`src/hdl/tridiagonal_system_solver_assert.svh`:
```
// Assertion macros for the tridiagonal system solver
`ifndef TRIDIAGONAL_SYSTEM_SOLVER_ASSERT_SVH
`define TRIDIAGONAL_SYSTEM_SOLVER_ASSERT_SVH
// same-cycle implication
`define TDS_ASSERT_NOW(lbl, ck, rn, ante, cons, msg) \
	lbl: assert property (@(posedge ck) disable iff (!rn) (ante) |-> (cons)) else $error(msg);
// next-cycle implication
`define TDS_ASSERT_NXT(lbl, ck, rn, ante, cons, msg) \
	lbl: assert property (@(posedge ck) disable iff (!rn) (ante) |=> (cons)) else $error(msg);
`endif

```
`src/hdl/tds_pkg.sv`:
```
// Shared types, constants and saturation functions of the tridiagonal solver
package tds_pkg;
	localparam int MAX_ROWS_DEF = 64;
	localparam int DW = 48;
	localparam int ROW_W = 6;

	typedef logic signed [DW-1:0] data_t;

	typedef struct packed {
		logic done;
		logic ovf;
		logic zdiv;
	} arith_sts_t;

	function automatic logic [DW:0] pack_f(input logic neg, input logic [63:0] m);
		logic [63:0] nm;
		logic [DW:0] r;
		nm = ~m + 64'd1;
		if (neg) begin
			if (m > 64'h0000_8000_0000_0000) r = {1'b1, 48'h8000_0000_0000};
			else r = {1'b0, nm[DW-1:0]};
		end else begin
			if (m > 64'h0000_7FFF_FFFF_FFFF) r = {1'b1, 48'h7FFF_FFFF_FFFF};
			else r = {1'b0, m[DW-1:0]};
		end
		return r;
	endfunction

	function automatic logic [DW:0] sub_f(input data_t x, input data_t y);
		logic signed [DW:0] d;
		logic [DW:0] r;
		d = 49'(x) - 49'(y);
		if (d[DW] != d[DW-1]) r = d[DW] ? {1'b1, 48'h8000_0000_0000} : {1'b1, 48'h7FFF_FFFF_FFFF};
		else r = {1'b0, d[DW-1:0]};
		return r;
	endfunction
endpackage

```
`src/hdl/tds_mul.sv`:
```
// Shift-add Q16.32 multiplier with rounding and saturation
module tds_mul (
	input  logic                clk,
	input  logic                arst_n,
	input  logic                start,
	input  tds_pkg::data_t      x,
	input  tds_pkg::data_t      y,
	output tds_pkg::data_t      res,
	output tds_pkg::arith_sts_t sts
);
	localparam int DW = tds_pkg::DW;

	typedef enum logic [1:0] {M_IDLE, M_RUN, M_FIN} mstate_t;

	mstate_t             state_q;
	logic [5:0]          cnt_q;
	logic                neg_q;
	logic [DW-1:0]       mcand_q;
	logic [DW-1:0]       mpl_q;
	logic [DW-1:0]       acc_q;
	tds_pkg::data_t      res_q;
	tds_pkg::arith_sts_t sts_q;
	logic [DW:0]         sum;
	logic [63:0]         m;
	logic [DW:0]         pk;
	logic [DW-1:0]       mag_x;
	logic [DW-1:0]       mag_y;

	assign mag_x = x[DW-1] ? (~x + 1'b1) : x;
	assign mag_y = y[DW-1] ? (~y + 1'b1) : y;
	assign sum = {1'b0, acc_q} + (mpl_q[0] ? {1'b0, mcand_q} : '0);
	assign m = {acc_q, mpl_q[DW-1:32]} + 64'(mpl_q[31]);
	assign pk = tds_pkg::pack_f(neg_q, m);

	always_ff @(posedge clk or negedge arst_n) begin
		if (!arst_n) begin
			state_q <= M_IDLE;
			sts_q <= '0;
			cnt_q <= '0;
		end else begin
			sts_q.done <= 1'b0;
			unique case (state_q)
				M_IDLE: begin
					if (start) begin
						neg_q <= x[DW-1] ^ y[DW-1];
						mcand_q <= mag_x;
						mpl_q <= mag_y;
						acc_q <= '0;
						cnt_q <= '0;
						state_q <= M_RUN;
					end
				end
				M_RUN: begin
					{acc_q, mpl_q} <= {sum, mpl_q[DW-1:1]};
					cnt_q <= cnt_q + 6'd1;
					if (cnt_q == 6'(DW-1)) state_q <= M_FIN;
				end
				M_FIN: begin
					res_q <= pk[DW-1:0];
					sts_q <= '{done: 1'b1, ovf: pk[DW], zdiv: 1'b0};
					state_q <= M_IDLE;
				end
				default: state_q <= M_IDLE;
			endcase
		end
	end

	assign res = res_q;
	assign sts = sts_q;
endmodule

```
`config.mk`:
```
export PLATFORM = sky130hd
export DESIGN_NAME = tds_mul
export DESIGN_NICKNAME = d
export VERILOG_FILES = /design/src/hdl/tridiagonal_system_solver_assert.svh /design/src/hdl/tds_pkg.sv /design/src/hdl/tds_mul.sv
export SDC_FILE = /design/constraint.sdc
export NUM_CORES = 1
export LEC_CHECK = 0
export BUFFER_PORTS_ARGS = -buffer_cell sky130_fd_sc_hd__buf_2
export CAP_MARGIN = 20
export CORE_ASPECT_RATIO = 1.2
export CORE_MARGIN = 2
export CORE_UTILIZATION = 30
export CTS_BUF_LIST = sky130_fd_sc_hd__clkbuf_4 sky130_fd_sc_hd__clkbuf_8
export DETAILED_ROUTE_END_ITERATION = 10
export PLACE_DENSITY_LB_ADDON = 0.25
export SLEW_MARGIN = 20
export SYNTH_ARGS = -nofsm -noshare
export SYNTH_HDL_FRONTEND = slang
export SYNTH_SLANG_ARGS = --single-unit
```
`constraint.sdc`:
```
create_clock -name clk -period 6.7 [get_ports clk]
set_clock_uncertainty 0.1 [all_clocks]
set_input_delay 0.67 -clock clk [delete_from_list [all_inputs] [get_ports clk]]
set_output_delay 0.67 -clock clk [all_outputs]
set_load 0.05 [all_outputs]
```
Yosys cells after proc, flatten, opt, wreduce, memory -nomap -nowiden. Cells that the tools add are included.

Flip-flop bits (word level): 203. Input port bits: 99. Output and inout port bits: 51. Word-level logic and storage cells: 50.

Add/sub/neg operators: 6. Magnitude comparators: 2. Equal/unequal tests: 5. Muxes and demuxes: 16. Bitwise logic cells: 4. Reduce and logical (&&, ||, !) cells: 7.

Operator list (count): 2-to-1 mux 48 bit (4); one-hot mux 48 bit (2 select lines) (2); 2-to-1 mux 49 bit (3); adder 48 x 1 -> 48 bit, second input constant (3); inverter 48 bit (3); adder 64 x 1 -> 64 bit (1); greater-than comparator 64 x 47 -> 1 bit, second input constant (1); greater-than comparator 64 x 48 -> 1 bit, second input constant (1); adder 48 x 48 -> 49 bit (1); 2-to-1 mux 47 bit (1); one-hot mux 6 bit (2 select lines) (1); adder 6 x 1 -> 6 bit, second input constant (1); equality test 6 bit, second input constant (1); 2-to-1 mux 6 bit (1); AND reduction 2 bit (3); AND reduction 3 bit (2); 2-to-1 mux 2 bit (2); inequality test 2 bit, second input constant (2); one-hot mux 2 bit (2 select lines) (1); 2-to-1 mux 3 bit (1); equality test 2 x 1 -> 1 bit, second input constant (1); equality test 2 bit, second input constant (1); zero test 2 bit (1); nonzero test 2 bit (1); XOR 1 bit (1).

Longest topological paths before layout.
Depth after elaboration: 6. Depth in mapped cells: 16. Gate-level depth less buffers: 13.

Worst setup path before layout. Ideal clock, no wire load.

Kind: input port to flip-flop. Start: input start. End: register acc_q[0], enable pin. Library setup time: 0.562 ns. Data arrival time: 5.116 ns. Data required time: 6.038 ns. Slack: 0.922 ns. Stages on the path: 3. Path buffers: 0. Cell sequence: and2_1 -> nor2_1 -> nor2b_1.

Cells in the longest elaborated chain, start to end: 2.

RTL lines: start, declared (line tds_mul.sv:5) `input logic start,`; inequality test 2 bit (no line); AND reduction 3 bit (no line); end signal, assigned (line tds_mul.sv:54) `{acc_q, mpl_q} <= {sum, mpl_q[DW-1:1]};`; end, declared (line tds_mul.sv:20) `logic [DW-1:0] acc_q;`.

No other way between the ends. A chain may end at the register's enable or synchronous reset.

Worst setup path after layout.
Start: register mpl_q[31]. End: register res_q[38] (netlist: res[38]) (data pin).

Cells in the longest elaborated chain, start to end: 5. Elaborated cells on any way between the ends: 8. Those cells by class: add/sub: 2; order compare: 2; mux: 3; bitwise: 1.

RTL lines: start, declared (line tds_mul.sv:19) `logic [DW-1:0] mpl_q;`; start signal, assigned (line tds_mul.sv:47) `mpl_q <= mag_y;`; start signal, assigned (line tds_mul.sv:54); adder 64 x 1 -> 64 bit (*) (line tds_mul.sv:32) `assign m = {acc_q, mpl_q[DW-1:32]} + 64'(mpl_q[31]);`; inverter 48 bit (line tds_pkg.sv:18) `nm = ~m + 64'd1;`; adder 48 x 1 -> 48 bit (line tds_pkg.sv:18); 2-to-1 mux 49 bit (line tds_pkg.sv:20) `if (m > 64'h0000_8000_0000_0000) r = {1'b1, 48'h8000_0000_0000};`; 2-to-1 mux 49 bit (*) (line tds_pkg.sv:19) `if (neg) begin`; via pk[38] (line tds_mul.sv:25) `logic [DW:0] pk;`; end signal, assigned (line tds_mul.sv:59) `res_q <= pk[DW-1:0];`; end, declared (line tds_mul.sv:21) `tds_pkg::data_t res_q;`.

The timed path passes the listed nets; every way through them passes the cells marked *.

==> flow_summary.json <==
{
  "dr.pass1.iters": 7,
  "min_path_type": "input pin to flop",
  "path_clk_slew_ps": 70,
  "synth_mux_area_frac": 0.003350,
  "synth_compound_area_frac": 0.1738,
  "critPathLaunchType": "flop",
  "post_cts_buffers": 0,
  "setup_viol": 0,
  "via_per_inst": 5.265,
  "slew_violations": 0,
  "worst_pin_slew_ps": 1011,
  "r2r-start": "mpl_q[31]",
  "cts_root_buf": "clkbuf_8",
  "r2r_setup_slack_ps": 1740,
  "cp-endpoint": "res[38]",
  "initial_core_util": 0.3042,
  "ant_nets": 0,
  "worstPathArrival_ps": 5160,
  "max-cap-violations": 0,
  "cts_tree": "yes",
  "critPathCaptureType": "flop",
  "seq_area_frac_synth": 0.3948,
  "grt_util_all_layers": 0.1518,
  "htreeDepth": 2,
  "timing_hold_violations_final": 0,
  "io_buffer_count": 148,
  "synth-adder-area-share": 0.04625,
  "netlist_instances": 1666,
  "synthArstFlopShare": 0.04926,
  "die_x_um": 210.2,
  "r2r_cells": 14,
  "syn_to_final_growth_pct": 13.27,
  "yosysWarnings": 0,
  "ios": 150,
  "grt.overflow.total": 0,
  "synth_fp_nets": 1821,
  "synth-simple-area-share": 0.2418,
  "rows": 90,
  "hold_buffers": 1,
  "gp_congestion": 0.8802,
  "drive_gt1_frac": 0.1538,
  "syn_area_um2": 15310,
  "syn_area_per_cell_um2": 9.191,
  "min_period_ps": 4963,
  "relSlewSlack": 0.3244,
  "numCtsBuffers": 36,
  "cts_sinks": 203,
  "post-route-period-util": 0.7408,
  "status": "complete, no violations",
  "worstPathRequired_ps": 6890,
  "fp.coreArea_um2": 50340,
  "finalWirelength_um": 41190,
  "nFillCells": 5106,
  "die_h_um": 251.5,
  "r2r_end": "res[38]",
  "synthXorXnorAreaFrac": 0.1087,
  "path_max_fanout": 22,
  "antenna_found_initial": 2,
  "synth_edf_count": 193,
  "cts_resized": 0,
  "crit_type": "flop to flop",
  "synth_top_family_by_area": "simple AND/OR/NAND/NOR gates",
  "dieArea_um2": 52870,
  "ys.flop_type": "edfxtp_1",
  "grt_pass1_vias": 12107,
  "setup_tns_ps": 0,
  "hpwlAfterDp_um": 31940,
  "clk_path_buf_depth": 3,
  "grt_max_degree": 99,
  "wl_per_cell_um": 16.79,
  "clk_latency_ps": 580,
  "drt_iter0_drc": 720,
  "vias": 12916,
  "grt_first_pass_wirelength_um": 65700,
  "nets": 1936,
  "rsz0062_at_grt": "false",
  "multi_input_area_um2": 8817,
  "ys_ff_latch": 203,
  "peakVddDrop_mv": 0.1098,
  "power_leakage_nw": 6.107,
  "final_core_util": 0.3446,
  "regArea_um2": 6046,
  "ys_types": 87,
  "crit_start": "mpl_q[31]",
  "drt_drc_violations_left": 0,
  "max_freq_mhz": 201.5,
  "power_density_nw_per_um2": 246.2
}
## per-layer routing
metal  up-vias  part of all wire  track usage  routed length (um)
met3        67             0.044      0.02216                1823
met2       302              0.44       0.2343               18020
met4         0             0.030      0.05309                1219
li1       6500                 -            -                   -
met5         -                 0            0                   0
met1      6047              0.49       0.2161               20120
## stage by stage
step | area [um2] | std cells | total power [mW] | worst slack (ps) | hold WS [ps]
floorplan | 15310 | 1666 | 2.758 | 922.2 | 274.4
global placement | 16630 | 2385 | 3.158 | 2091 | 381.3
detailed placement | 16630 | 2385 | 3.164 | 1873 | 396.3
CTS | 17320 | 2450 | 4.304 | 1816 | 228.5
global route | 17340 | 2453 | 4.543 | 1247 | 244.1
finish | 17340 | 2453 | 4.271 | 1737 | 267.5
## cells in the mapped netlist, types with 7 or more instances
cell | number | area [um2]
o21ai_0 | 121 | 605.6
xnor2_1 | 99 | 867.1
nor4_1 | 21 | 131.4
buf_2 | 17 | 85.08
and2_1 | 60 | 375.4
a311oi_1 | 22 | 192.7
xor2_1 | 91 | 797.0
and4_1 | 10 | 87.58
nand2_1 | 162 | 608.1
and3_1 | 26 | 162.7
nand4_1 | 49 | 306.5
a31oi_1 | 12 | 75.07
or3_1 | 26 | 162.7
inv_1 | 30 | 112.6
edfxtp_1 | 193 | 5796
or4_1 | 25 | 187.7
clkbuf_1 | 68 | 255.2
dfrtp_1 | 10 | 250.2
nor3_1 | 42 | 210.2
a21oi_1 | 94 | 470.5
nor2b_1 | 13 | 81.33
ha_1 | 55 | 688.2
nand3_1 | 58 | 290.3
nor2_1 | 118 | 442.9
a21o_1 | 24 | 180.2
o31ai_1 | 30 | 225.2
o41ai_1 | 15 | 131.4
a21boi_0 | 7 | 52.55
o21bai_1 | 11 | 82.58
or2_2 | 14 | 87.58
nand2b_1 | 13 | 81.33
a211oi_1 | 14 | 105.1
## worst min-delay path by stage
stage | to | startpoint | cells past startpoint
6_report | mcand_q[0] | x[0] | 1
5_1_grt | mcand_q[0] | x[0] | 1
4_1_cts | mcand_q[0] | x[0] | 1
3_5_place_dp | cnt_q[5] | cnt_q[5] | 1
3_3_place_gp | cnt_q[5] | cnt_q[5] | 1
2_1_floorplan | cnt_q[0] | arst_n | 0
## power breakdown
part           total [mW]  internal [mW]  leakage [nW]  switching, mW
Sequential           1.80           1.54          1.91          0.261
Combinational        1.36          0.560          3.85          0.799
Clock                1.12          0.571         0.355          0.544
Total                4.27           2.67          6.11           1.60
## placed cells by master, fill, tap and decap left out, types with 12 or more instances in the layout
master,count
a211oi_1,14
a21o_1,24
a21oi_1,94
a311oi_1,22
a31oi_1,12
and2_1,59
and3_1,25
buf_2,148
buf_4,15
clkbuf_8,36
edfxtp_1,193
ha_1,55
inv_1,30
nand2_1,161
nand2b_1,12
nand3_1,58
nand4_1,49
nor2_1,118
nor3_1,42
nor4_1,21
o21ai_0,121
o31ai_1,30
o41ai_1,15
or2_2,14
or3_1,26
or4_1,25
xnor2_1,99
xor2_1,91
## worst max-delay path, cell delays in order, from the launching register on
cell and delay (ps):
edfxtp_1 370, ha_1 270, ha_1 370, nand4_1 130, buf_4 200, nor4_4 450
o211ai_1 210, a2111oi_0 670, o21ba_2 350, nand4_2 170, or3_1 400, a21oi_2 180
nor2_2 140, buf_4 260, a2111oi_0 370
## registers in the layout (all words and copies together), names as in the netlist
signal	cells
acc_q	48
mcand_q	48
mpl_q	48
res	48
cnt_q	6
state_q	2
sts	2
neg_q	1
## logic make-up (layout without fill, tap and decap cells)
logic type / Yosys count / in the layout
other cells: 1 / 3
flops: 203 / 203
buf+inv: 118 / 259
xor+xnor: 190 / 190
simple gates: 684 / 684
fa+ha+maj: 56 / 56
compound gates: 409 / 409
mux: 5 / 5
## final cells by class
type / count / area share
antenna: 2 / 0.0002886
clock buffer: 47 / 0.03333
clock inverter: 17 / 0.005843
inverter: 30 / 0.006493
multi-input combinational: 1345 / 0.5084
sequential: 203 / 0.3486
tap: 644 / 0.04646
timing repair buffer: 165 / 0.05064
Power figures use the tool's default switching activity.
