File: config.mk
export PLATFORM = sky130hd
export DESIGN_NAME = tds_div
export DESIGN_NICKNAME = d
export VERILOG_FILES = /design/src/hdl/tridiagonal_system_solver_assert.svh /design/src/hdl/tds_pkg.sv /design/src/hdl/tds_div.sv
export SDC_FILE = /design/constraint.sdc
export NUM_CORES = 1
export LEC_CHECK = 0
export BUFFER_PORTS_ARGS = -buffer_cell sky130_fd_sc_hd__buf_4
export CORE_MARGIN = 5
export CORE_UTILIZATION = 30
export CTS_CLUSTER_DIAMETER = 50
export DETAILED_ROUTE_END_ITERATION = 8
export GPL_TIMING_DRIVEN = 0
export SETUP_SLACK_MARGIN = 0.3
export SYNTH_ARGS = -nofsm -noshare
export SYNTH_HDL_FRONTEND = slang
export SYNTH_SLANG_ARGS = --single-unit
File: constraint.sdc
create_clock -name clk -period 10.85 [get_ports clk]
set_input_delay 0.5425 -clock clk [delete_from_list [all_inputs] [get_ports clk]]
set_output_delay 0.5425 -clock clk [all_outputs]
set_load 0.005 [all_outputs]
File: src/hdl/tridiagonal_system_solver_assert.svh
// Assertion macros for the tridiagonal system solver
`ifndef TRIDIAGONAL_SYSTEM_SOLVER_ASSERT_SVH
`define TRIDIAGONAL_SYSTEM_SOLVER_ASSERT_SVH
// same-cycle implication
`define TDS_ASSERT_NOW(lbl, ck, rn, ante, cons, msg) \
	lbl: assert property (@(posedge ck) disable iff (!rn) (ante) |-> (cons)) else $error(msg);
// next-cycle implication
`define TDS_ASSERT_NXT(lbl, ck, rn, ante, cons, msg) \
	lbl: assert property (@(posedge ck) disable iff (!rn) (ante) |=> (cons)) else $error(msg);
`endif

File: src/hdl/tds_pkg.sv
// Shared types, constants and saturation functions of the tridiagonal solver
package tds_pkg;
	localparam int MAX_ROWS_DEF = 64;
	localparam int DW = 48;
	localparam int ROW_W = 6;

	typedef logic signed [DW-1:0] data_t;

	typedef struct packed {
		logic done;
		logic ovf;
		logic zdiv;
	} arith_sts_t;

	function automatic logic [DW:0] pack_f(input logic neg, input logic [63:0] m);
		logic [63:0] nm;
		logic [DW:0] r;
		nm = ~m + 64'd1;
		if (neg) begin
			if (m > 64'h0000_8000_0000_0000) r = {1'b1, 48'h8000_0000_0000};
			else r = {1'b0, nm[DW-1:0]};
		end else begin
			if (m > 64'h0000_7FFF_FFFF_FFFF) r = {1'b1, 48'h7FFF_FFFF_FFFF};
			else r = {1'b0, m[DW-1:0]};
		end
		return r;
	endfunction

	function automatic logic [DW:0] sub_f(input data_t x, input data_t y);
		logic signed [DW:0] d;
		logic [DW:0] r;
		d = 49'(x) - 49'(y);
		if (d[DW] != d[DW-1]) r = d[DW] ? {1'b1, 48'h8000_0000_0000} : {1'b1, 48'h7FFF_FFFF_FFFF};
		else r = {1'b0, d[DW-1:0]};
		return r;
	endfunction
endpackage

File: src/hdl/tds_div.sv
// Restoring Q16.32 divider with rounding, saturation and zero-divisor detect
module tds_div (
	input  logic                clk,
	input  logic                arst_n,
	input  logic                start,
	input  tds_pkg::data_t      x,
	input  tds_pkg::data_t      y,
	output tds_pkg::data_t      res,
	output tds_pkg::arith_sts_t sts
);
	localparam int DW = tds_pkg::DW;

	typedef enum logic [1:0] {D_IDLE, D_RUN, D_FIN} dstate_t;

	dstate_t             state_q;
	logic [6:0]          i_q;
	logic                neg_q;
	logic                big_q;
	logic [DW-1:0]       d_q;
	logic [79:0]         dvd_q;
	logic [DW-1:0]       rem_q;
	logic [DW-1:0]       q_q;
	tds_pkg::data_t      res_q;
	tds_pkg::arith_sts_t sts_q;
	logic [DW:0]         rs;
	logic [DW:0]         diff;
	logic                ge;
	logic                inc;
	logic [DW:0]         q49;
	logic [63:0]         m;
	logic [DW:0]         pk;
	logic [DW-1:0]       mag_x;
	logic [DW-1:0]       mag_y;

	assign mag_x = x[DW-1] ? (~x + 1'b1) : x;
	assign mag_y = y[DW-1] ? (~y + 1'b1) : y;
	assign rs = {rem_q, dvd_q[79]};
	assign diff = rs - {1'b0, d_q};
	assign ge = rs >= {1'b0, d_q};
	assign inc = {1'b0, rem_q} >= ({1'b0, d_q} - {1'b0, rem_q});
	assign q49 = {1'b0, q_q} + 49'(inc);
	assign m = big_q ? (64'd1 << DW) : 64'(q49);
	assign pk = tds_pkg::pack_f(neg_q, m);

	always_ff @(posedge clk or negedge arst_n) begin
		if (!arst_n) begin
			state_q <= D_IDLE;
			sts_q <= '0;
			i_q <= '0;
		end else begin
			sts_q.done <= 1'b0;
			unique case (state_q)
				D_IDLE: begin
					if (start) begin
						if (y == '0) begin
							res_q <= '0;
							sts_q <= '{done: 1'b1, ovf: 1'b0, zdiv: 1'b1};
						end else begin
							neg_q <= x[DW-1] ^ y[DW-1];
							d_q <= mag_y;
							dvd_q <= {mag_x, 32'd0};
							rem_q <= '0;
							q_q <= '0;
							big_q <= 1'b0;
							i_q <= 7'd79;
							state_q <= D_RUN;
						end
					end
				end
				D_RUN: begin
					rem_q <= ge ? diff[DW-1:0] : rs[DW-1:0];
					dvd_q <= {dvd_q[78:0], 1'b0};
					q_q <= {q_q[DW-2:0], ge};
					if (ge && i_q >= 7'(DW)) big_q <= 1'b1;
					i_q <= i_q - 7'd1;
					if (i_q == '0) state_q <= D_FIN;
				end
				D_FIN: begin
					res_q <= pk[DW-1:0];
					sts_q <= '{done: 1'b1, ovf: pk[DW], zdiv: 1'b0};
					state_q <= D_IDLE;
				end
				default: state_q <= D_IDLE;
			endcase
		end
	end

	assign res = res_q;
	assign sts = sts_q;
endmodule

# [Word level (Yosys, flattened, before mapping)]
# Cells that the tools add are included.
[classes] add_sub_neg=7 n_mul=0 div=0 n_lt_le_gt_ge=5 n_eq_ne=7 n_shift=0 muxes=31 n_bitwise=5 reduce_logical=13
[ops] op="$mux W48" n=6
[ops] op="$pmux W48 S2" n=3
[ops] op="$mux W49" n=4
[ops] op="$mux W80" n=2
[ops] op="$pmux W80 S2" n=1
[ops] op="$add A48 B1 Y48 const B" n=3
[ops] op="$not A48 Y48" n=3
[ops] op="$add A48 B1 Y49" n=1
[ops] op="$ge A48 B49 Y1" n=1
[ops] op="$ge A49 B48 Y1" n=1
[ops] op="$gt A49 B47 Y1 const B" n=1
[ops] op="$gt A49 B48 Y1 const B" n=1
[ops] op="$sub A48 B48 Y49" n=1
[ops] op="$logic_not A48 Y1" n=1
[ops] op="$sub A48 B48 Y48" n=1
[ops] op="$mux W47" n=1
[ops] op="$mux W7" n=2
[ops] op="$pmux W7 S2" n=1
[ops] op="$reduce_and A4 Y1" n=3
[ops] op="$ne A2 B2 Y1 const B" n=5
[ops] op="$reduce_and A3 Y1" n=3
[ops] op="$ge A7 B6 Y1 const B" n=1
[ops] op="$logic_not A7 Y1" n=1
[ops] op="$sub A7 B1 Y7 const B" n=1
[ops] op="14 further kinds" n=20
[totals] reg_bits=286 latchBits=0 ramBits=0 rom_bits=0 in_bits=99 out_inout_bits=51 word_cells=81 mem_count=0

# [Longest topological paths before layout]
# Gate-level depths: netlist (run 1).
[depth] word_depth=9 mapped_depth=41 mapped_depth_nobuf=39

# [Least setup slack after synthesis (run 1)]
# Ideal clock, no wire load.
[synth_timing] path_type="register -> register" startpoint="reg rem_q[0]" endpoint="reg res_q[47], in the netlist res[47], data pin" setup_ps=273 t_arrival_ps=7823 t_required_ps=10577 setup_slack_ps=2753 stages_incl_launch_ff=40 n_path_buf=2 path_cell_list="edfxtp_1 > ha_1 > fa_1 > nor2b_1 > o21a_1 > o21ai_0 > a21oi_1 > o21ai_0 > o21ai_0 > a21oi_1 > a21oi_1 > a31oi_1 > o21bai_1 > xnor2_1 > ha_1 > nand4_1 > nor2_1 > nand3_1 > (+4 left out) > a211oi_1 > o21ai_0 > and2_1 > ha_1 > ha_1 > clkbuf_1 > and4_1 > nand4_1 > o311ai_0 > o31ai_1 > or2_2 > or4_1 > or3_1 > clkbuf_1 > nor4_1 > nand3b_1 > xnor2_1 > a21oi_1"
[synth_via] elab_chain_len=9 word_cells_on_any_way=12 classes_between="3 x add/sub; 3 x order compare; 5 x mux; 1 x bitwise"
[synth_lines] element="start, declared" line_no="tds_div.sv:21" text="logic [DW-1:0] rem_q;"
[synth_lines] element="start signal, assigned" line_no="tds_div.sv:71" text="rem_q <= ge ? diff[DW-1:0] : rs[DW-1:0];"
[synth_lines] element="$sub A48 B48 Y49" line_no="tds_div.sv:40" text="assign inc = {1'b0, rem_q} >= ({1'b0, d_q} - {1'b0, rem_q});"
[synth_lines] element="$ge A48 B49 Y1 *" line_no="tds_div.sv:40"
[synth_lines] element="$add A48 B1 Y49 *" line_no="tds_div.sv:41" text="assign q49 = {1'b0, q_q} + 49'(inc);"
[synth_lines] element="$mux W49 *" line_no="tds_div.sv:42" text="assign m = big_q ? (64'd1 << DW) : 64'(q49);"
[synth_lines] element="$not A48 Y48" line_no="tds_pkg.sv:18" text="nm = ~m + 64'd1;"
[synth_lines] element="$add A48 B1 Y48" line_no="tds_pkg.sv:18"
[synth_lines] element="$mux W49" line_no="tds_pkg.sv:20" text="if (m > 64'h0000_8000_0000_0000) r = {1'b1, 48'h8000_0000_0000};"
[synth_lines] element="$mux W49 *" line_no="tds_pkg.sv:19" text="if (neg) begin"
[synth_lines] element="$pmux W48 S2 *" line_no="tds_div.sv:52" text="unique case (state_q)"
[synth_lines] element="end signal, assigned" line_no="tds_div.sv:79" text="res_q <= pk[DW-1:0];"
[synth_lines] element="end, declared" line_no="tds_div.sv:23" text="tds_pkg::data_t res_q;"
# Mark *: on every way between the ends. The rest lies on a longest branch, timed or not.
# A chain may end at the register's enable or synchronous reset.

# [Worst setup path in the final report (run 1)]
[layout_timing] startpoint="reg rem_q[15]" endpoint="reg res_q[38], in the netlist res[38], data pin"
# The elaborated chain is that of the path after synthesis.

==> results.sh, run 1 <==
export IMPL_synth_area_per_cell_sq_um=8.864
export IMPL_cts_max_path_buffers=3
export IMPL_synth_seq_cells=254
export IMPL_cts_tree="yes"
export IMPL_setup_tns_ns=0
export IMPL_placed_area_sq_mm=0.02355
export IMPL_clock_sinks=254
export IMPL_comb_power_share=0.547
export IMPL_post_route_util=0.3581
export IMPL_syn_to_final_growth_pct=18.50
export IMPL_start_util=0.3021
export IMPL_drive_above_1_share=0.1184
export IMPL_synth_top_area_cell="edfxtp_1"
export IMPL_status="completed"
export IMPL_grt_pass1_vias=17396
export IMPL_p_leak_nw=9.861
export IMPL_critPathTopFamily="simple AND/OR/NAND/NOR gates"
export IMPL_fin_crit_sh=0.9260
export IMPL_drcViolationCount=0
export IMPL_io_pins=150
export IMPL_wl_mm=63.34
export IMPL_synth_edf_count=242
export IMPL_power_clock_fraction=0.197
export IMPL_io_buffer_count=149
export IMPL_die_h_microns=275.6
export IMPL_grt_max_degree=69
export IMPL_cts_made_buffers=39
export IMPL_rsz0062_at_grt="false"
export IMPL_power_internal_mw=3.682
export IMPL_cp_common_cell="ha_1"
export IMPL_post_route_min_period_ns=10.05
export IMPL_grt_util_all_layers=0.1603
export IMPL_gp_congestion=0.9250
export IMPL_layout_common_cells="edfxtp_1 (242), o21ai_0 (225), nand2_1 (185)"
export IMPL_vias_per_cell=5.239
export IMPL_cts_root_buffer="clkbuf_16"
export IMPL_powerDensity_mw_per_mm2=258.8
export IMPL_fp_dieW_microns=275.6
export IMPL_crit_path_top_delay_cell="or4b_2"
export IMPL_peakVddDrop_uv=127.5
export IMPL_ant_nets=0
export IMPL_crit_fanout=10
export IMPL_crit_required_ns=11.16
export IMPL_clkTransAtPathRegs_ns=0.06
export IMPL_max_freq_mhz=99.53
export IMPL_arrival_ns=10.35
export IMPL_drtIter0Drc=1476
export IMPL_worstHoldPathType="input pin to flop"
export IMPL_dr_pass1_iters=5
export IMPL_syn_nets=2640
export IMPL_drv_slew=0
export IMPL_hold_viol=0
export IMPL_start_kind="flop"
export IMPL_grt_pass1_wl_mm=97.95
export IMPL_p_seq_frac=0.256
export IMPL_synth_area_sq_mm=0.02116
export IMPL_synth_area_leaders="edfxtp_1 (34%), ha_1 (9.0%), o21ai_0 (5.5%), xnor2_1 (5.2%), xor2_1 (4.3%)"
export IMPL_async_reset_ff_frac=0.04724
export IMPL_critPathCaptureType="flop"
export IMPL_clk_latency_ns=0.56
export IMPL_core_area_sq_mm=0.07003
export IMPL_wl_per_cell_microns=17.80
export IMPL_power_switching_mw=2.808
export IMPL_synth_ff_type="edfxtp_1"
export IMPL_synth_top_area_frac=0.3434
export IMPL_layout_commonest_cell="edfxtp_1"
export IMPL_cpPeakStageDelay_ns=0.61
export IMPL_nNetsFinal=2840
export IMPL_tightest_slew_ns=1.324
export IMPL_stdcell_area_sq_mm=0.02507
export IMPL_sw_frac_of_total=0.4326
export IMPL_finalPower_mw=6.490
export IMPL_antenna_found_initial=3
export IMPL_yosysSeqAreaShare=0.3576
export IMPL_ys_types=75
export IMPL_finalSetupViolCount=0
export IMPL_maxCapViolations=0
export IMPL_dieArea_sq_mm=0.07594
export IMPL_grt_overflow_total=0
export IMPL_cp_buffers_inverters=3
export IMPL_ys_warn_count=0
export IMPL_max_slew_margin=0.1093
export IMPL_num_vias=18646
export IMPL_path_class="flop to flop"
export IMPL_post_dp_hpwl_mm=49.31
export IMPL_synthCells=2387
export IMPL_cts_max_level=2
export IMPL_fin_worst_skew_ns=0.01598
export IMPL_rows=97
export IMPL_whs_ns=0.1924
-- metrics by stage --
| stage | cells | setup WS, ns |
|---|---|---|
| after detailed placement | 3480 | -1.213 |
| after global routing | 3558 | 0.2886 |
| final | 3559 | 0.8030 |
| after global placement | 3476 | -1.247 |
| after floorplan | 2387 | 2.753 |
| after CTS | 3555 | 0.3570 |
-- cell type report --
cell class / instances / area [sq um]
Fill cell: 7235 / 44950
Clock inverter: 23 / 237.7
Inverter: 137 / 514.2
Multi-Input combinational cell: 1893 / 12850
Antenna cell: 1 / 2.502
Timing Repair Buffer: 159 / 1261
Clock buffer: 49 / 1066
Tap cell: 940 / 1176
Buffer: 103 / 400.4
Sequential cell: 254 / 7567
-- layer usage --
metal,GRT usage,part of all wire,vias up
met5,0,0.00081,-
met4,0.04015,0.022,6
met3,0.02616,0.060,91
met2,0.2573,0.45,528
met1,0.2259,0.47,8814
li1,-,-,9207
-- timing repair --
item,in CTS,in global routing
setup endpoints to repair,49,49
buffers inserted,2,3
hold buffers,1,0
hold endpoints to repair,12,0
gates resized for setup,19,26
pin swaps,1,2
-- path summary, 6_finish.rpt --
kind	slack, ns	cells after the start	to	startpoint
worst max-delay path	0.80	38	res[38]$_SDFFCE_PN0P_	rem_q[15]$_SDFFCE_PN0P_
min in group asynchronous	0.41	2	sts[2]$_DFF_PN0_	arst_n
worst min-delay path	0.19	1	d_q[0]$_DFFE_PP_	y[0]
max in group asynchronous	10.20	2	sts[0]$_DFFE_PN0P_	arst_n
worst max register to register	0.80	38	res[38]$_SDFFCE_PN0P_	rem_q[15]$_SDFFCE_PN0P_
worst min register to register	0.52	2	dvd_q[71]$_DFFE_PP_	dvd_q[70]$_DFFE_PP_
-- cell usage after synthesis (5+ instances only) --
| master | count |
|---|---|
| a211oi_1 | 18 |
| a21boi_0 | 11 |
| a21o_1 | 64 |
| a21oi_1 | 146 |
| a31o_2 | 5 |
| a31oi_1 | 17 |
| a41oi_1 | 6 |
| and2_1 | 62 |
| and3_1 | 24 |
| and4_1 | 11 |
| buf_1 | 10 |
| buf_2 | 5 |
| clkbuf_1 | 87 |
| dfrtp_1 | 12 |
| edfxtp_1 | 242 |
| ha_1 | 152 |
| inv_1 | 137 |
| mux2_2 | 12 |
| mux2i_1 | 34 |
| nand2_1 | 186 |
| nand2b_1 | 19 |
| nand3_1 | 65 |
| nand3b_1 | 11 |
| nand4_1 | 47 |
| nor2_1 | 172 |
| nor2b_1 | 33 |
| nor3_1 | 48 |
| nor4_1 | 37 |
| nor4b_1 | 5 |
| o211ai_1 | 7 |
| o21a_1 | 14 |
| o21ai_0 | 231 |
| o21bai_1 | 17 |
| o221ai_1 | 5 |
| o22ai_1 | 6 |
| o311ai_0 | 7 |
| o31a_1 | 8 |
| o31ai_1 | 33 |
| o41ai_1 | 13 |
| or2_2 | 16 |
| or3_1 | 32 |
| or3_4 | 5 |
| or4_1 | 28 |
| xnor2_1 | 125 |
| xor2_1 | 104 |
-- power groups by stage --
stage | Combinational (mW) | Sequential, mW | Clock [mW]
final | 3.55 | 1.66 | 1.28
after global routing | 3.98 | 1.69 | 1.34
after CTS | 3.49 | 1.66 | 1.31
after detailed placement | 3.45 | 1.68 | 0
after global placement | 3.42 | 1.69 | 0
after floorplan | 2.64 | 1.60 | 0
-- registers in the layout, summed over array words and instances (netlist names) --
| register | cells |
|---|---|
| state_q | 2 |
| neg_q | 1 |
| sts | 3 |
| q_q | 48 |
| rem_q | 48 |
| d_q | 48 |
| big_q | 1 |
| dvd_q | 48 |
| i_q | 7 |
| res | 48 |
-- kinds of logic after synthesis --
logic type | share of synthesized area
adders and majority gates | 0.09177
xor gates and xnor gates | 0.09479
buffers and inverters | 0.04293
muxes | 0.02247
AOI/OAI and AO/OA | 0.1874
DFF | 0.3576
and+or+nand+nor | 0.2030
Note: power is estimated with default switching activity, not from simulation.
==> inputs of run 2 (changes only) <==
--- a/config.mk
+++ b/config.mk
@@ -11,6 +11,7 @@
 export CTS_CLUSTER_DIAMETER = 50
 export DETAILED_ROUTE_END_ITERATION = 8
 export GPL_TIMING_DRIVEN = 0
+export PLACE_DENSITY = 0.55
 export SETUP_SLACK_MARGIN = 0.3
 export SYNTH_ARGS = -nofsm -noshare
 export SYNTH_HDL_FRONTEND = slang
==> constraint.sdc (replaced) <==
create_clock -name clk -period 9.75 [get_ports clk]
set_input_delay 0.4875 -clock clk [delete_from_list [all_inputs] [get_ports clk]]
set_output_delay 0.4875 -clock clk [all_outputs]
set_load 0.005 [all_outputs]
==> results.sh, run 2 (same netlist as run 1, synthesis figures left out) <==
export IMPL_status="completed"
export IMPL_wl_per_cell_microns=18.28
export IMPL_grt_pass1_wl_mm=102.1
export IMPL_finalSetupViolCount=0
export IMPL_num_vias=18806
export IMPL_clkTransAtPathRegs_ns=0.06
export IMPL_peakVddDrop_uv=114.8
export IMPL_cp_buffers_inverters=3
export IMPL_fin_worst_skew_ns=0.03466
export IMPL_arrival_ns=9.34
export IMPL_nNetsFinal=2856
export IMPL_cts_root_buffer="clkbuf_16"
export IMPL_ant_nets=0
export IMPL_drv_slew=0
export IMPL_layout_commonest_cell="edfxtp_1"
export IMPL_max_freq_mhz=110.7
export IMPL_crit_required_ns=10.06
export IMPL_worstHoldPathType="input pin to flop"
export IMPL_vias_per_cell=5.262
export IMPL_pre_cts_ws_ns=-2.240
export IMPL_cts_max_path_buffers=3
export IMPL_cts_made_buffers=42
export IMPL_cpPeakStageDelay_ns=0.66
export IMPL_clk_latency_ns=0.57
export IMPL_grt_overflow_total=0
export IMPL_path_class="flop to flop"
export IMPL_post_route_min_period_ns=9.033
export IMPL_post_dp_hpwl_mm=51.62
export IMPL_fillers=7195
export IMPL_fin_ws_ns=0.7170
export IMPL_io_buffer_count=149
export IMPL_dr_pass1_iters=6
export IMPL_grt_max_degree=67
export IMPL_io_pins=150
export IMPL_maxCapViolations=0
export IMPL_tightest_slew_ns=1.298
export IMPL_p_leak_nw=10.03
export IMPL_clock_sinks=254
export IMPL_hold_viol=0
export IMPL_die_h_microns=275.6
export IMPL_placedCellCount=3480
export IMPL_fp_dieW_microns=275.6
export IMPL_max_slew_margin=0.1270
export IMPL_antenna_found_initial=1
export IMPL_fin_crit_sh=0.9265
export IMPL_dieArea_sq_mm=0.07594
export IMPL_layout_common_cells="edfxtp_1 (242), o21ai_0 (221), nand2_1 (185)"
export IMPL_drive_above_1_share=0.1325
export IMPL_critPathCaptureType="flop"
export IMPL_gp_congestion=0.9124
export IMPL_rsz0062_at_grt="true"
export IMPL_start_util=0.3021
export IMPL_cts_max_level=2
export IMPL_instances_no_fill=3574
export IMPL_crit_fanout=9
export IMPL_start_kind="flop"
export IMPL_drtIter0Drc=1391
export IMPL_drcViolationCount=0
export IMPL_rows=97
export IMPL_grt_pass1_vias=18384
export IMPL_powerDensity_mw_per_mm2=292.2
export IMPL_cp_common_cell="ha_1"
export IMPL_core_area_sq_mm=0.07003
export IMPL_crit_path_top_delay_cell="o21ai_0"
export IMPL_grt_util_all_layers=0.1673
export IMPL_cts_tree="yes"
export IMPL_critPathTopFamily="compound AO/OA/AOI/OAI gates"
export IMPL_syn_to_final_growth_pct=20.07
export IMPL_wl_mm=65.35
[run 2: cell types whose count changed in the layout (fill, tap and decap cells not counted), sizes merged]
cell | previous run | this run
buf | 173 | 187
bufinv | 3 | 4
clkbuf | 137 | 132
clkinv | 10 | 9
clkinvlp | 1 | 5
inv | 146 | 148
[run 2: worst paths after layout]
path                                              from               endpoint  slack [ns]  cells past startpoint
worst max-delay path            rem_q[0]$_SDFFCE_PN0P_  res[47]$_SDFFCE_PN0P_        0.72                     38
worst min-delay path                              y[0]       d_q[0]$_DFFE_PP_        0.13                      1
worst max register to register  rem_q[0]$_SDFFCE_PN0P_  res[47]$_SDFFCE_PN0P_        0.72                     38
worst min register to register     dvd_q[58]$_DFFE_PP_    dvd_q[59]$_DFFE_PP_        0.51                      2
max in group asynchronous                       arst_n     i_q[4]$_DFFE_PN0P_        9.20                      2
min in group asynchronous                       arst_n       sts[2]$_DFF_PN0_        0.32                      2
[run 2: through the flow]
| step | total power, mW | setup TNS, ns | hold WS [ns] | util | area, sq um |
|---|---|---|---|---|---|
| 6_report | 7.422 | 0 | 0.1344 | 0.3628 | 25410 |
| 3_3_place_gp | 5.671 | -83.62 | 0.3609 | 0.3349 | 23450 |
| 5_1_grt | 8.047 | 0 | 0.1103 | 0.3628 | 25400 |
| 4_1_cts | 7.366 | 0 | 0.09236 | 0.3595 | 25180 |
| 2_1_floorplan | 4.720 | 0 | 0.1919 | - | 21160 |
| 3_5_place_dp | 5.753 | -89.20 | 0.3657 | 0.3363 | 23550 |
[run 2: metal layers]
layer / wire length [microns] / up-vias / global-route usage
met4: 2076 / 0 / 0.05653
met2: 28240 / 511 / 0.2593
met1: 31070 / 8942 / 0.2367
met3: 3961 / 94 / 0.02834
li1: - / 9259 / -
met5: 0 / - / 0
[run 2: area by class of cell]
class | instances | area (sq um) | area share
antenna | 1 | 2.502 | 0.00009850
buffer | 103 | 404.1 | 0.01591
clock buffer | 45 | 1084 | 0.04265
clock inverter | 29 | 321.6 | 0.01266
inverter | 137 | 514.2 | 0.02024
multi-input combinational | 1893 | 12980 | 0.5108
sequential | 254 | 7567 | 0.2979
tap | 940 | 1176 | 0.04629
timing repair buffer | 172 | 1359 | 0.05348
[run 2: timing repair]
item / 4_1_cts / 5_1_grt
setup buffers: 7 / 11
endpoints found under the setup margin: 49 / 49
endpoints found under the hold margin: 12 / 0
resized for setup: 42 / 39
pin swaps: 5 / 5
hold buffers: 1 / 0
gates cloned: 0 / 0
[run 2: worst register-to-register path: cells and delay by family, from the launching register on]
| family | cells | cell delay, ns |
|---|---|---|
| AOI/OAI and AO/OA | 18 | 3.26 |
| and+or+nand+nor | 10 | 2.72 |
| adders and majority gates | 5 | 1.40 |
| buffers and inverters | 3 | 0.57 |
| DFF | 1 | 0.48 |
| xor gates and xnor gates | 2 | 0.35 |
[run 2: power by group]
part / leakage, nW / switching (mW) / internal [mW] / total (mW)
clock: 0.677 / 0.568 / 0.926 / 1.49
sequential: 2.40 / 0.251 / 1.61 / 1.86
combinational: 6.96 / 2.40 / 1.67 / 4.07
total: 10.0 / 3.22 / 4.20 / 7.42
